==> config.mk <==
export PLATFORM = sky130hd
export DESIGN_NAME = ctb_clear_seq
export DESIGN_NICKNAME = d
export VERILOG_FILES = /design/src/hw/rtl/ctb_clear_seq.sv
export SDC_FILE = /design/constraint.sdc
export NUM_CORES = 1
export LEC_CHECK = 0
export BUFFER_PORTS_ARGS = -buffer_cell sky130_fd_sc_hd__clkbuf_2
export CORE_ASPECT_RATIO = 0.9
export CORE_MARGIN = 1.5
export CORE_UTILIZATION = 46
export CTS_CLUSTER_SIZE = 8
export DETAILED_ROUTE_END_ITERATION = 16
export PLACE_DENSITY = 0.7
export SYNTH_ARGS = -nofsm -noshare
export SYNTH_HDL_FRONTEND = slang
export SYNTH_SLANG_ARGS = --single-unit
==> constraint.sdc <==
create_clock -name clk_i -period 2.5 [get_ports clk_i]
set_input_delay 0.5 -clock clk_i [delete_from_list [all_inputs] [get_ports clk_i]]
set_output_delay 0.5 -clock clk_i [all_outputs]
set_load 0.02 [all_outputs]
==> src/hw/rtl/ctb_clear_seq.sv <==
// Clear sequencer: walks the count store writing zeros, after reset and on request.
`timescale 1ns / 1ps

module ctb_clear_seq #(
  parameter int ADDR_BITS = 12
) (
  input  logic                 clk_i,
  input  logic                 rst_ni,
  input  logic                 start_i,
  output logic                 busy_o,
  output logic [ADDR_BITS-1:0] addr_o
);

  logic                 busy_d, busy_q;
  logic [ADDR_BITS-1:0] ptr_d, ptr_q;

  always_comb begin
    busy_d = busy_q;
    ptr_d  = ptr_q;
    if (start_i) begin
      busy_d = 1'b1;
      ptr_d  = '0;
    end else if (busy_q) begin
      ptr_d = ptr_q + 1'b1;
      if (ptr_q == '1) begin
        busy_d = 1'b0;
      end
    end
  end

  // Reset starts a pass so the store comes up zeroed.
  always_ff @(posedge clk_i or negedge rst_ni) begin
    if (!rst_ni) begin
      busy_q <= 1'b1;
      ptr_q  <= '0;
    end else begin
      busy_q <= busy_d;
      ptr_q  <= ptr_d;
    end
  end

  assign busy_o = busy_q;
  assign addr_o = ptr_q;

endmodule

* Yosys cells after proc, flatten, opt, wreduce, memory -nomap -nowiden *
Cells that the tools add are included.

word-level totals
  logic and storage cells = 10
  bits in registers = 13

cells by class
  add/sub/neg operators = 1
  muxes and demuxes = 5
  reduce and logical (&&, ||, !) cells = 1
  equal/unequal tests = 1

operators by type and width
  cell                                                              count
  12-bit two-way mux                                                2
  12-bit by 1-bit adder with 12-bit output (second input constant)  1
  12-bit equality test (second input constant)                      1
  1-bit two-way mux                                                 3
  2-bit nonzero test                                                1

* Logic depth before layout (Yosys ltp) *
  word-level depth = 4
  gate-level depth with buffers = 4

* Least setup slack after synthesis *
No wires, ideal clock.

  kind = reg-to-reg
  start point = register ptr_q[0], in the netlist addr_o[0]
  end point = register ptr_q[10], in the netlist addr_o[10]
  cell stages (with the launch flop) = 5
  clock period less this slack = 1591 ps
  data arrival time = 1466 ps
  path slack = 909 ps
  path through = dfrtp_1 > ha_1 > nand2_1 > nor4_1 > mux2_2

on the way
  longest elaborated chain between the ends = 3

ends and longest elaborated chain
  what                                      line  text
  start, declared                           15    logic [ADDR_BITS-1:0] ptr_d, ptr_q;
  start signal, assigned                    38    ptr_q <= ptr_d;
  12-bit by 1-bit adder with 12-bit output  24    ptr_d = ptr_q + 1'b1;
  12-bit two-way mux                        23    end else if (busy_q) begin
  12-bit two-way mux                        20    if (start_i) begin

No other way between the ends. The select of a mux whose other input is x is not followed.
A chain may end at the register's enable or synchronous reset.

* Worst setup path in the final report *
Ends and elaborated chain as after synthesis.

==> flow_metrics.env <==
export IMPL_grt_antenna_before_repair=0
export IMPL_hold_path_class="in -> async"
export IMPL_via_per_inst=5.51
export IMPL_dr_pass1_iters=3
export IMPL_end_kind="flip-flop"
export IMPL_groute_usage_overall_pct=17.7
export IMPL_power_total_mw=0.377
export IMPL_layout_drive_gt1_share_pct=28.6
export IMPL_required_ns=2.66
export IMPL_ant_nets=0
export IMPL_antenna_cells=0
export IMPL_dr_total_vias=540
export IMPL_grt_overflow_total=0
export IMPL_slew_viol_final=0
export IMPL_setup_violations=0
export IMPL_worst_pin_slew_ns=0.348
export IMPL_p_per_area_nw_per_um2=484
export IMPL_io_buffers=15
export IMPL_cts_max_level=1
export IMPL_core_um2=1310
export IMPL_drc=0
export IMPL_postCtsHoldBufs=0
export IMPL_ctsResizeCount=0
export IMPL_fillCellCount=116
export IMPL_path_clk_slew_ns=0.08
export IMPL_grt_pass1_wl_um=2130
export IMPL_cts_sinks=13
export IMPL_yosysSeqAreaShare_pct=48.2
export IMPL_numCtsBuffers=3
export IMPL_drt_iter0_markers=6
export IMPL_syn_area_um2=677
export IMPL_post_route_min_period_ns=1.66
export IMPL_yosysWarnings=0
export IMPL_area_growth_pct=15.0
export IMPL_path_class="reg -> reg"
export IMPL_regArea_um2=327
export IMPL_cts_tree="yes"
export IMPL_ys_ff_latch=13
export IMPL_synthDistinctLibCells=23
export IMPL_period_share_pct=66.6
export IMPL_nNetsFinal=89
export IMPL_arrival_ns=1.82
export IMPL_clock_skew_ns=0.00680
export IMPL_crit_fanout=6
export IMPL_num_rows=12
export IMPL_crit_path_start_kind="flip-flop"
export IMPL_slew_headroom_pct=76.6
export IMPL_ir_drop_mv=0.251
export IMPL_rrSetupSlack_ns=0.84
export IMPL_first_global_vias=512
export IMPL_status="finished clean"
export IMPL_syn_inst=69
export IMPL_p_leak_nw=0.362
export IMPL_grt_max_degree=18
export IMPL_initial_core_util_pct=51.8
export IMPL_tns_ns=0
export IMPL_wirelength_um=1280
export IMPL_gp_congestion=0.782
export IMPL_clockRootBuffer="clkbuf_4"
export IMPL_fp_dieW_um=43.4
export IMPL_ctsLongestPathBuffers=2
export IMPL_avgRoutedWirePerCell_um=13.0
export IMPL_hold_viol_final=0
export IMPL_max_cap_viol_count=0
export IMPL_avgSynthCellArea_um2=9.81
export IMPL_dpl_hpwl_um=916
export IMPL_fmax_mhz=601
export IMPL_dieArea_um2=1710
export IMPL_io_pins=16
export IMPL_rsz0062_at_grt="false"
export IMPL_postCtsSetupBuffers=0
export IMPL_multiInputGateArea_um2=333
export IMPL_clk_latency_ns=0.28
export IMPL_synth_fp_nets=73
export IMPL_die_height_um=39.4
## cell usage after synthesis (all sizes together)
library cell,instances,area [µm²]
nand2,4,15.0
o21ai,3,15.0
dfstp,1,26.3
nor2b,3,18.8
o31ai,2,15.0
mux2,3,33.8
nand4,5,46.3
nand2b,1,6.26
buf,2,10.0
xor2,3,26.3
clkbuf,2,7.51
nor2,9,33.8
nor4,3,18.8
mux2i,1,10.0
nand3,5,25.0
dfrtp,12,300
or3,3,20.0
ha,1,12.5
xnor2,1,8.76
or4,1,7.51
a21oi,4,20.0
## metrics by stage
step	hold slack, ns	cells	utilization, %	setup slack [ns]	cell area (µm²)
2_1_floorplan	0.204	69	-	0.909	677
3_3_place_gp	0.410	94	57.6	0.783	752
3_5_place_dp	0.408	94	57.6	0.771	752
4_1_cts	0.105	98	59.6	0.848	778
5_1_grt	0.115	98	59.6	0.738	778
6_report	0.0997	98	59.6	0.836	778
## critical path: stages, from the launching register on
cell	delay [ns]
dfrtp_1	0.42
ha_1	0.30
nand2_1	0.08
nor4_1	0.38
mux2_2	0.37
## layout by cell type, fill, tap and decap left out
master / n
dfrtp_1: 12
dfstp_2: 1
mux2_2: 3
nor2b_1: 3
nand3_1: 5
nand4_1: 4
xor2_1: 3
ha_1: 1
nand4_4: 1
o31ai_1: 2
xnor2_1: 1
clkbuf_2: 15
a21oi_1: 4
mux2i_1: 1
or4_1: 1
nand2b_1: 1
nand2_1: 4
o21ai_0: 3
or3_1: 2
clkbuf_1: 1
nor4_1: 3
or3_2: 1
nor2_1: 9
clkbuf_4: 3
## cell type report
type / count / area share [%]
multi-input cells: 52 / 42.8
clock buffers: 4 / 3.38
flip-flops and latches: 13 / 42.0
well taps: 14 / 2.25
repair buffers: 15 / 9.65
## path summary, 6_finish.rpt
kind / cells past startpoint / startpoint / endpoint
worst max-delay path: 4 / addr_o[0] / addr_o[10]
worst min-delay path: 1 / rst_ni / addr_o[4]
worst max register to register: 4 / addr_o[0] / addr_o[10]
worst min register to register: 2 / busy_o / busy_o
max in group asynchronous: 1 / rst_ni / busy_o
min in group clk_i: 2 / busy_o / busy_o
## sequential cells by signal (all words and copies together), names as in the netlist
name and count:
addr_o 12, busy_o 1
## power breakdown
group          switching, mW  leakage, nW  internal (mW)
sequential           0.00672        0.176          0.214
clock                 0.0653       0.0150         0.0619
combinational         0.0195        0.171        0.00944
## cell families (layout without fill, tap and decap cells)
family          after synthesis  after routing  share of synthesized area, %
simple gates                 34             34                          28.3
compound gates                9              9                          7.39
xor+xnor                      4              4                          5.18
mux                           4              4                          6.47
buf+inv                       4             19                          2.59
fa+ha+maj                     1              1                          1.85
flops                        13             13                          48.2
## metal layers
| layer | vias to the layer above | wire length (µm) | track usage (%) |
|---|---|---|---|
| li1 | 277 | - | - |
| met1 | 246 | 631 | 20.5 |
| met2 | 12 | 560 | 29.9 |
| met3 | 5 | 59 | 5.53 |
| met4 | 0 | 27 | 9.09 |
| met5 | - | 0 | 0 |
Note: power is estimated with default switching activity, not from simulation.
