## config.mk

```make
export PLATFORM = sky130hd
export DESIGN_NAME = ctb_tracker
export DESIGN_NICKNAME = d
export VERILOG_FILES = /design/src/hw/rtl/ctb_pkg.sv /design/src/hw/rtl/ctb_tracker.sv
export SDC_FILE = /design/constraint.sdc
export NUM_CORES = 1
export LEC_CHECK = 0
export BUFFER_PORTS_ARGS = -buffer_cell sky130_fd_sc_hd__buf_2
export CAP_MARGIN = 10
export CORE_MARGIN = 8
export CORE_UTILIZATION = 25
export DETAILED_ROUTE_END_ITERATION = 12
export PLACE_DENSITY_LB_ADDON = 0.05
export SYNTH_ARGS = -nofsm -noshare
export SYNTH_HDL_FRONTEND = slang
export SYNTH_SLANG_ARGS = --single-unit
```

## constraint.sdc

```tcl
create_clock -name clk_i -period 5.3 [get_ports clk_i]
set_input_delay 0.53 -clock clk_i [delete_from_list [all_inputs] [get_ports clk_i]]
set_output_delay 0.53 -clock clk_i [all_outputs]
set_load 0.05 [all_outputs]
```

## src/hw/rtl/ctb_pkg.sv

```systemverilog
// Shared types and op codes for the contingency table builder.
`timescale 1ns / 1ps

package ctb_pkg;

  typedef enum logic [1:0] {
    OP_ADD   = 2'd0,
    OP_READ  = 2'd1,
    OP_CLEAR = 2'd2
  } ctb_op_e;

  // Commands from the front end to the tracker registers.
  typedef struct packed {
    logic add;
    logic clear;
  } ctb_trk_cmd_t;

endpackage

```

## src/hw/rtl/ctb_tracker.sv

```systemverilog
// Label maxima, saturating pair counter and seen flag.
`timescale 1ns / 1ps

module ctb_tracker #(
  parameter int LABEL_BITS = 6,
  parameter int COUNT_BITS = 32
) (
  input  logic                        clk_i,
  input  logic                        rst_ni,
  input  ctb_pkg::ctb_trk_cmd_t       cmd_i,
  input  logic       [LABEL_BITS-1:0] label_a_i,
  input  logic       [LABEL_BITS-1:0] label_b_i,
  output logic       [LABEL_BITS-1:0] max_a_o,
  output logic       [LABEL_BITS-1:0] max_b_o,
  output logic       [COUNT_BITS-1:0] pairs_o,
  output logic                        seen_o
);
  import ctb_pkg::*;

  logic [LABEL_BITS-1:0] max_a_d, max_a_q;
  logic [LABEL_BITS-1:0] max_b_d, max_b_q;
  logic [COUNT_BITS-1:0] pairs_d, pairs_q;
  logic                  seen_d, seen_q;

  always_comb begin
    max_a_d = max_a_q;
    max_b_d = max_b_q;
    pairs_d = pairs_q;
    seen_d  = seen_q;
    priority if (cmd_i.clear) begin
      max_a_d = '0;
      max_b_d = '0;
      pairs_d = '0;
      seen_d  = 1'b0;
    end else if (cmd_i.add) begin
      if (label_a_i > max_a_q) max_a_d = label_a_i;
      if (label_b_i > max_b_q) max_b_d = label_b_i;
      if (pairs_q != '1)       pairs_d = pairs_q + 1'b1;
      seen_d = 1'b1;
    end else begin
      seen_d = seen_q;
    end
  end

  always_ff @(posedge clk_i or negedge rst_ni) begin
    if (!rst_ni) begin
      max_a_q <= '0;
      max_b_q <= '0;
      pairs_q <= '0;
      seen_q  <= 1'b0;
    end else begin
      max_a_q <= max_a_d;
      max_b_q <= max_b_d;
      pairs_q <= pairs_d;
      seen_q  <= seen_d;
    end
  end

  assign max_a_o = max_a_q;
  assign max_b_o = max_b_q;
  assign pairs_o = pairs_q;
  assign seen_o  = seen_q;

endmodule

```

## Word level (Yosys, flattened, before mapping)

Cells that the tools add are included.

- Muxes and demuxes: 11
- Magnitude comparators: 2
- Add/sub/neg operators: 1
- Reduce and logical (&&, ||, !) cells: 7
- Equal/unequal tests: 1

Operators with widths:

| operator | count |
|---|---|
| 32-bit two-way mux | 3 |
| 6-bit two-way mux | 6 |
| 32-bit by 1-bit adder with 32-bit output, second input constant | 1 |
| 32-bit != test, second input constant | 1 |
| 6-bit > comparator | 2 |
| 2-bit nonzero test | 4 |
| 2-bit AND reduction | 3 |
| 1-bit two-way mux | 2 |

- Register bits: 45
- Output and inout bits: 45
- Logic and storage cells: 26
- Bits of input ports: 16

## Logic depth before layout (Yosys ltp)

Gate-level depths: netlist of run 1.

- Word-level depth: 4
- Depth in mapped cells: 7

## Worst setup path after synthesis of run 1

OpenSTA, ideal clock, no wires.

- Path kind: register to register
- Start: register pairs_q[23] (netlist: pairs_o[23])
- End: register pairs_q[16] (netlist: pairs_o[16])
- Clock period less this slack: 2.196 ns
- Required time: 5.175 ns
- Slack: 3.104 ns
- Setup time: 0.125 ns
- Buffers on the path: 0
- Stages on the path, launching flop included: 6
- Arrival time: 2.071 ns
- Cells stage by stage: dfrtp_1 nand4_1 nor4_2 nand4_2 nand4_1 mux2_2

- Word-level cells in the longest chain between the ends: 3

RTL lines:

| item | RTL line | RTL |
|---|---|---|
| from (decl) | ctb_tracker.sv:22 | `logic [COUNT_BITS-1:0] pairs_d, pairs_q;` |
| from (signal assigned) | ctb_tracker.sv:54 | `pairs_q <= pairs_d;` |
| 32-bit != test | ctb_tracker.sv:38 | `if (pairs_q != '1) pairs_d = pairs_q + 1'b1;` |
| 2-bit nonzero test (no line) | -- |  |
| 2-bit AND reduction (no line) | -- |  |

No other way between the ends.
A chain may end at the register's enable or synchronous reset.

## Worst setup path after layout of run 1

- Start: register pairs_q[6] (netlist: pairs_o[6])
- End: register pairs_q[16] (netlist: pairs_o[16])

- Word-level cells in the longest chain between the ends: 4
- Elaborated cells between the ends (all ways): 7
- Classes of those cells: add/sub (1); eq/ne (1); mux (3); reduce/logical (2)

RTL lines:

| item | RTL line | RTL |
|---|---|---|
| 32-bit by 1-bit adder with 32-bit output | ctb_tracker.sv:38 |  |
| 32-bit two-way mux | ctb_tracker.sv:38 |  |
| 32-bit two-way mux | ctb_tracker.sv:35 | `end else if (cmd_i.add) begin` |
| 32-bit two-way mux | ctb_tracker.sv:30 | `priority if (cmd_i.clear) begin` |

Parallel ways exist; a longest one is shown, timed or not. The select of a mux whose other input is x is not followed.

==> impl_metrics.yaml, run 1 <==
timing:
  min_period_ns: 2.80
  report.final.slew_viol_count: 0
  rsz0062_at_grt: "no"
  relSlewSlack_pct: 34.3
  clock_skew_ns: 0.00261
  worst_slack_ns: 2.50
  worstMarginPinSlew_ns: 0.986
  fmax_mhz: 357
  hold_violations: 0
  setup_viol: 0
  min_period_over_period_pct: 52.9
  timing.setup.tns_ns: 0
  fin_hold_ws_ns: 0.326
synth:
  syn_area_per_cell_um2: 9.62
  synth_edf_count: 0
  syn-num-nets: 315
  yosysWarnings: 0
  synth_top_family_by_area: "simple AND/OR/NAND/NOR gates"
  synthMuxAreaShare_pct: 5.50
  synth_compound_area_share_pct: 10.9
  yosys.area_share.xor_xnor_pct: 7.00
  synth-simple-area-share_pct: 23.7
  ys_seq_area_share_pct: 40.9
  synthCells: 286
  synthAdderAreaFrac_pct: 5.91
  synthArstFlopShare_pct: 100
  ys_ff_latch: 45
  ys_types: 40
  dominantRegCellSynth: "dfrtp_1"
  netlist_area_mm2: 0.00275
pwr:
  sw_frac_of_total_pct: 28.3
  p_leak_nw: 1.51
  p_sw_mw: 0.215
  intPower_mw: 0.544
  combPwrFrac_pct: 15.4
  power_density_mw_per_mm2: 233
  total_power_mw: 0.759
  sequentialPowerShare_pct: 47.5
  clkPwrFrac_pct: 37.0
  ir_worst_vdd_mv: 0.0894
floorplan:
  rows: 38
  die_w_um: 121
  core_mm2: 0.0108
  chipHeight_um: 121
  ios: 61
  start_util_pct: 25.5
  dieArea_mm2: 0.0146
route:
  ant_nets: 0
  dr.pass1.iters: 4
  via_per_inst: 4.72
  post-route-drc-count: 0
  drt_iter0_drc: 79
  wl_per_cell_um: 15.8
  vias: 2265
  wirelength_um: 7590
min_path:
  hold_class: "in -> async"
grt:
  grt_pass1_wl_um: 12800
  antenna_found_initial: 0
  track_usage_pct: 10.9
  grt_max_degree: 59
  grt_pass1_vias: 2418
  overflow: 0
clock_tree:
  cts_inserted_buffers: 5
  ctsLongestPathBuffers: 2
  post_cts_buffers: 0
  cts-root-buf: "clkbuf_8"
  cts.sinks: 45
  h-tree-depth: 2
  ctsHoldBuffers: 0
  cts_tree: "done"
  worstSkewPairLatency_ns: 0.30
  cts-resized-gates: 0
  cts.clk_slew.worst_paths_ns: 0.09
final_layout:
  seq_area_mm2: 0.00113
  post-route-util_pct: 30.2
  multiInputGateArea_mm2: 0.00146
  area_growth_pct: 18.5
  antenna_cells: 0
  fill_cells: 1152
  drive_gt1_share_pct: 22.9
  final_nets: 368
critical_path:
  path_max_fanout: 28
  critPathArrivalTime_ns: 2.99
  crit_path_start_kind: "register"
  crit_type: "reg -> reg"
  crit_required_ns: 5.49
  cp-end-kind: "register"
place:
  dp_slack_ns: 2.54
  hpwl_um: 5410
  port_buffers: 60
  gp_congestion: 0.693
run:
  maxCapViolations: 0
status:
  status: "complete, no violations"
==> final cells by class <==
type,count,area share (%)
multi-input cells,206,44.8
inverters,20,2.30
clock inverters,1,0.921
repair buffers,61,9.44
well taps,140,5.37
clock buffers,7,2.65
flip-flops and latches,45,34.5
==> kinds of logic (layout without fill, tap and decap cells) <==
kind of cell | Yosys count | in the layout
multiplexers | 15 | 15
AND/OR/NAND/NOR | 110 | 110
adder cells (fa/ha/maj) | 13 | 13
flip-flops | 45 | 45
AO/OA/AOI/OAI | 46 | 46
XOR/XNOR | 22 | 22
buffers and inverters | 35 | 89
==> worst max-delay path, cell delays in order (launching register included) <==
cell     delay (ns)
dfrtp_1        0.42
and3_1         0.36
and4_1         0.46
nand4_2        0.72
nand4_1        0.36
mux2_2         0.36
==> Yosys cell counts, drive strengths merged (4+ instances only) <==
cell	number	area (µm²)
a21oi	27	135
and3	6	37.5
and4	9	78.8
nand2	14	52.6
xor2	10	87.6
inv	20	75.1
nor3	7	35.0
nand2b	24	150
nand3	14	70.1
xnor2	12	105
nor2	12	45.0
nor4	4	31.3
mux2i	14	140
dfrtp	45	1130
ha	13	163
nand4	14	109
clkbuf	9	43.8
buf	6	47.5
==> cell usage in the layout, fill, tap and decap left out, drive strengths merged, types with 4 or more instances in the layout <==
master	n
buf	61
dfrtp	45
a21oi	27
nand2b	24
inv	20
mux2i	14
nand3	14
nand2	14
nand4	14
ha	13
nor2	12
xnor2	12
xor2	10
and4	9
nor3	7
clkbuf	7
and3	6
nor4	4
==> per-stage QoR <==
step / instances / area (µm²)
2_1_floorplan: 286 / 2750
3_3_place_gp: 472 / 3140
3_5_place_dp: 472 / 3140
4_1_cts: 480 / 3260
5_1_grt: 480 / 3260
6_report: 480 / 3260
==> routing by layer <==
layer	vias up	global-route usage, %	routed length (µm)
met3	2	3.30	469
met2	47	17.7	3540
li1	1116	-	-
met4	0	2.58	42
met5	-	0	0
met1	1100	13.9	3540
==> power groups by stage <==
stage	clock [mW]	combinational [mW]	sequential, mW
finish	0.281	0.117	0.361
global route	0.303	0.132	0.362
CTS	0.294	0.121	0.361
detailed placement	0	0.121	0.368
global placement	0	0.121	0.368
floorplan	0	0.0510	0.399
==> path summary, 6_finish.rpt <==
path                                   start          end  slack (ns)  cells past startpoint
worst max-delay path              pairs_o[6]  pairs_o[16]        2.50                      5
worst min-delay path                  rst_ni  pairs_o[10]        0.33                      2
worst max register to register    pairs_o[6]  pairs_o[16]        2.50                      5
worst min register to register        seen_o       seen_o        0.50                      2
max in group asynchronous             rst_ni  pairs_o[19]        4.57                      2
min in group clk_i              label_a_i[0]   max_a_o[0]        0.49                      3
==> state kept, by name, summed over array words and instances, names as in the netlist <==
name and count:
pairs_o 32, max_b_o 6, max_a_o 6, seen_o 1
Note: power is estimated with default switching activity, not from simulation.
==> inputs of run 2 (changes only) <==
Clock period 5.3 ns to 2.7 ns, I/O delays scaled along.
==> impl_metrics.yaml, run 2 (same netlist as run 1, synthesis figures left out) <==
grt:
  grt_max_degree: 39
  track_usage_pct: 11.1
  grt_pass1_vias: 2425
  antenna_found_initial: 0
  overflow: 0
  gr-max-usage-layer: "met2"
  use_met2_pct: 17.4
  grt_pass1_wl_um: 13000
  met1_usage_pct: 14.4
  grtUsageMet3_pct: 3.21
timing:
  clock_skew_ns: 0.0131
  hold_violations: 0
  worst_slack_ns: 0.473
  relSlewSlack_pct: 59.4
  rsz0062_at_grt: "no"
  timing.setup.tns_ns: 0
  min_period_over_period_pct: 82.5
  worstMarginPinSlew_ns: 0.609
  min_period_ns: 2.23
  fin_hold_ws_ns: 0.210
  setup_viol: 0
  report.final.slew_viol_count: 0
  fmax_mhz: 449
final_layout:
  antenna_cells: 0
  fill_cells: 1187
  drive_gt1_share_pct: 24.7
  final_nets: 376
  stdcell_count: 488
  largest_register_ffs: 32
  final_common_cell: "buf_2"
  design_area_mm2: 0.00333
  post-route-util_pct: 30.8
  final_cell_mix: "buf_2, dfrtp_1, a21oi_1"
  area_growth_pct: 20.9
pwr:
  power_density_mw_per_mm2: 456
  combPwrFrac_pct: 15.7
  p_leak_nw: 1.55
  sw_frac_of_total_pct: 29.2
  intPower_mw: 1.07
  total_power_mw: 1.52
  ir_worst_vdd_mv: 0.217
  sequentialPowerShare_pct: 46.7
  clkPwrFrac_pct: 37.6
  p_sw_mw: 0.443
clock_tree:
  cts-root-buf: "clkbuf_8"
  ctsLongestPathBuffers: 2
  cts_tree: "done"
  h-tree-depth: 2
  worstSkewPairLatency_ns: 0.31
  cts-resized-gates: 0
  cts_inserted_buffers: 5
  cts.clk_slew.worst_paths_ns: 0.10
  cts.sinks: 45
route:
  drt_iter0_drc: 75
  dr.pass1.iters: 4
  ant_nets: 0
  wl_per_cell_um: 16.1
  vias: 2306
  wirelength_um: 7840
  post-route-drc-count: 0
  via_per_inst: 4.73
place:
  gp_congestion: 0.760
  dp_cells: 479
  hpwl_um: 5800
  placed_area_mm2: 0.00320
  dp_slack_ns: 0.462
  port_buffers: 60
status:
  status: "complete, no violations"
floorplan:
  ios: 61
  chipHeight_um: 121
  die_w_um: 121
  start_util_pct: 25.5
  core_mm2: 0.0108
  rows: 38
  dieArea_mm2: 0.0146
critical_path:
  crit_path_start_kind: "register"
  crit_type: "reg -> reg"
  crit_required_ns: 2.90
  critPathArrivalTime_ns: 2.43
  path_max_fanout: 12
  cp-end-kind: "register"
min_path:
  hold_class: "in -> reg"
run:
  maxCapViolations: 0
==> run 2: changes by cell type in the layout (fill, tap and decap cells not counted) <==
cell,before,now
clkinvlp_4,0,1
clkbuf_1,1,0
dlygate4sd3_1,0,1
buf_4,1,8
==> run 2: final timing paths <==
| path | depth (start not counted) | slack (ns) | from | to |
|---|---|---|---|---|
| setup / recovery | 5 | 0.47 | pairs_o[23] | pairs_o[16] |
| hold / removal | 3 | 0.21 | label_a_i[3] | max_a_o[3] |
| max in group asynchronous | 3 | 1.94 | rst_ni | pairs_o[26] |
| setup reg to reg | 5 | 0.47 | pairs_o[23] | pairs_o[16] |
| min in group asynchronous | 3 | 0.47 | rst_ni | pairs_o[10] |
| hold reg to reg | 2 | 0.50 | seen_o | seen_o |
==> run 2: power by group through the flow <==
stage / logic (mW) / clock network [mW] / registers [mW]
2_1_floorplan: 0.100 / 0 / 0.784
3_3_place_gp: 0.245 / 0 / 0.722
3_5_place_dp: 0.244 / 0 / 0.721
4_1_cts: 0.246 / 0.588 / 0.708
5_1_grt: 0.266 / 0.608 / 0.711
6_report: 0.238 / 0.570 / 0.708
==> run 2: final cells by class <==
| class | instances | area [µm²] | share of cell area, % |
|---|---|---|---|
| clock buffers | 6 | 82.6 | 2.48 |
| repair buffers | 69 | 370 | 11.1 |
| well taps | 140 | 175 | 5.27 |
| clock inverters | 2 | 37.5 | 1.13 |
| flip-flops and latches | 45 | 1130 | 33.9 |
| inverters | 20 | 75.1 | 2.26 |
| multi-input cells | 206 | 1460 | 43.9 |
==> run 2: timing repair <==
action                     4_1_cts  5_1_grt
buffers inserted                 0        0
setup endpoints to repair        0        0
hold buffers                     1        0
hold endpoints to repair        45        0
==> run 2: worst max-delay path, stage by stage, from the launching register on <==
cell and delay (ns):
dfrtp_1 0.45, nand4_1 0.20, nor4_2 0.50, nand4_2 0.40, nand4_1 0.23, mux2_2 0.34
==> run 2: routing by layer <==
metal / routed length (µm) / part of all wire [%]
met4: 87 / 1.1
met5: 0 / 0
met2: 3540 / 45
met1: 3810 / 49
met3: 407 / 5.2
==> inputs of run 3 (changes only) <==
Settings changed: ABC_AREA set to 1.
Clock period 2.7 ns to 1.9 ns, I/O delays scaled along.
==> impl_metrics.yaml, run 3 <==
timing:
  setup_viol: 0
  hold_violations: 0
  rsz0062_at_grt: "yes"
  min_period_ns: 1.74
  report.final.slew_viol_count: 0
  min_period_over_period_pct: 91.5
  timing.setup.tns_ns: 0
  relSlewSlack_pct: 64.9
  clock_skew_ns: 0.00614
  fmax_mhz: 575
  worst_slack_ns: 0.161
  worstMarginPinSlew_ns: 0.526
place:
  gp_congestion: 0.817
  port_buffers: 60
  dp_slack_ns: 0.114
  placed_area_mm2: 0.00368
  hpwl_um: 7410
  dp_cells: 667
grt:
  grt_pass1_wl_um: 15900
  grt_pass1_vias: 3035
  antenna_found_initial: 0
  track_usage_pct: 12.6
  grt_max_degree: 40
  overflow: 0
pwr:
  p_leak_nw: 2.06
  ir_worst_vdd_mv: 0.242
  power_density_mw_per_mm2: 625
  total_power_mw: 2.43
floorplan:
  ios: 61
  rows: 40
  dieArea_mm2: 0.0160
  die_w_um: 127
  chipHeight_um: 127
  start_util_pct: 25.5
  core_mm2: 0.0120
synth:
  ys_seq_area_share_pct: 36.9
  netlist_area_mm2: 0.00306
  ys_types: 25
  syn-num-nets: 474
  yosysWarnings: 0
  synth_top_area_share_pct: 36.9
  synth_top_cell_by_area: "dfrtp_1"
  syn_area_per_cell_um2: 6.87
  synthArstFlopShare_pct: 100
  synth_edf_count: 0
  synthCells: 445
  synth_commonest_cells: "nand2_1, nor2_1, dfrtp_1"
  yosysMostFrequentCell: "nand2_1"
  dominantRegCellSynth: "dfrtp_1"
  synth_area_leaders: "dfrtp_1, nand2_1, nor2_1"
  ys_ff_latch: 45
status:
  status: "complete, no violations"
clock_tree:
  ctsLongestPathBuffers: 2
  cts_inserted_buffers: 5
  h-tree-depth: 2
  cts.clk_slew.worst_paths_ns: 0.07
  cts.sinks: 45
  worstSkewPairLatency_ns: 0.30
  cts-root-buf: "clkbuf_16"
  cts_tree: "done"
final_layout:
  largest_register_ffs: 32
  antenna_cells: 0
  area_growth_pct: 27.1
  stdcell_count: 677
  final_common_cell: "nand2_1"
  final_nets: 558
  final_cell_mix: "nand2_1, buf_2, nor2_1"
  drive_gt1_share_pct: 22.5
  design_area_mm2: 0.00388
route:
  wl_per_cell_um: 14.2
  met1_length_um: 4520
  wirelength_um: 9590
  dr.pass1.iters: 4
  wl_met2_um: 4460
  drt_iter0_drc: 135
  vias: 3031
  top_layer: "met4"
  post-route-drc-count: 0
  ant_nets: 0
  via_per_inst: 4.48
  wl_met3_um: 457
critical_path:
  critPathArrivalTime_ns: 1.93
  cp-end-kind: "register"
  path_max_fanout: 6
  crit_type: "reg -> reg"
  crit_path_start_kind: "register"
  crit_required_ns: 2.09
min_path:
  hold_class: "in -> reg"
run:
  maxCapViolations: 0
-- run 3: metrics by stage --
stage                     utilization, %  hold WS, ns
final                               32.5       0.0832
after detailed placement            30.8        0.204
after global placement              30.8        0.212
after global routing                32.5       0.0859
after CTS                           32.4       0.0696
after floorplan                        -       -0.106
-- run 3: critical path, cell delays in order, from the launching register on --
cell,delay (ns)
dfrtp_2,0.39
ha_1,0.17
nand2_1,0.10
nor2_4,0.18
nand2_4,0.10
nor2_1,0.35
nand2_1,0.11
nand2_1,0.07
nand2_1,0.05
nand2_1,0.06
nand2_1,0.05
-- run 3: kinds of logic after synthesis --
group | after synthesis | synth area share [%]
flops | 45 | 36.9
buf+inv | 50 | 7.08
xor+xnor | 6 | 1.72
simple gates | 304 | 43.9
compound gates | 27 | 5.08
fa+ha+maj | 13 | 5.32
-- run 3: routing by layer --
layer | vias to the layer above | track usage, %
met1 | 1386 | 15.4
met2 | 55 | 20.9
li1 | 1583 | -
met4 | 0 | 5.10
met5 | - | 0
met3 | 7 | 3.06
-- run 3: power breakdown --
group	internal, mW	leakage, nW	switching, mW
sequential	0.984	0.614	0.0204
combinational	0.105	1.36	0.256
clock	0.657	0.0831	0.402
total	1.75	2.06	0.679
-- run 3: layout make-up --
type                       instances  area (µm²)
timing repair buffer              85         515
clock inverter                     2        37.5
clock buffer                       6         139
inverter                          42         160
tap                              147         184
multi-input combinational        350        1720
fill                            1348        8080
sequential                        45        1130
-- run 3: what timing repair did --
| action | in CTS | in global routing |
|---|---|---|
| resized for setup | 0 | 3 |
| hold buffers | 1 | 0 |
| setup endpoints to repair | 0 | 6 |
| endpoints found under the hold margin | 19 | 0 |
| buffers inserted | 0 | 1 |
-- run 3: path summary, 6_finish.rpt --
check | cells past startpoint | startpoint | to | slack (ns)
min | 2 | cmd_i[0] | seen_o | 0.08
min reg2reg | 2 | seen_o | seen_o | 0.49
max | 10 | pairs_o[0] | pairs_o[28] | 0.16
max reg2reg | 10 | pairs_o[0] | pairs_o[28] | 0.16
min in group asynchronous | 2 | rst_ni | pairs_o[18] | 0.40
max in group asynchronous | 3 | rst_ni | pairs_o[0] | 0.96
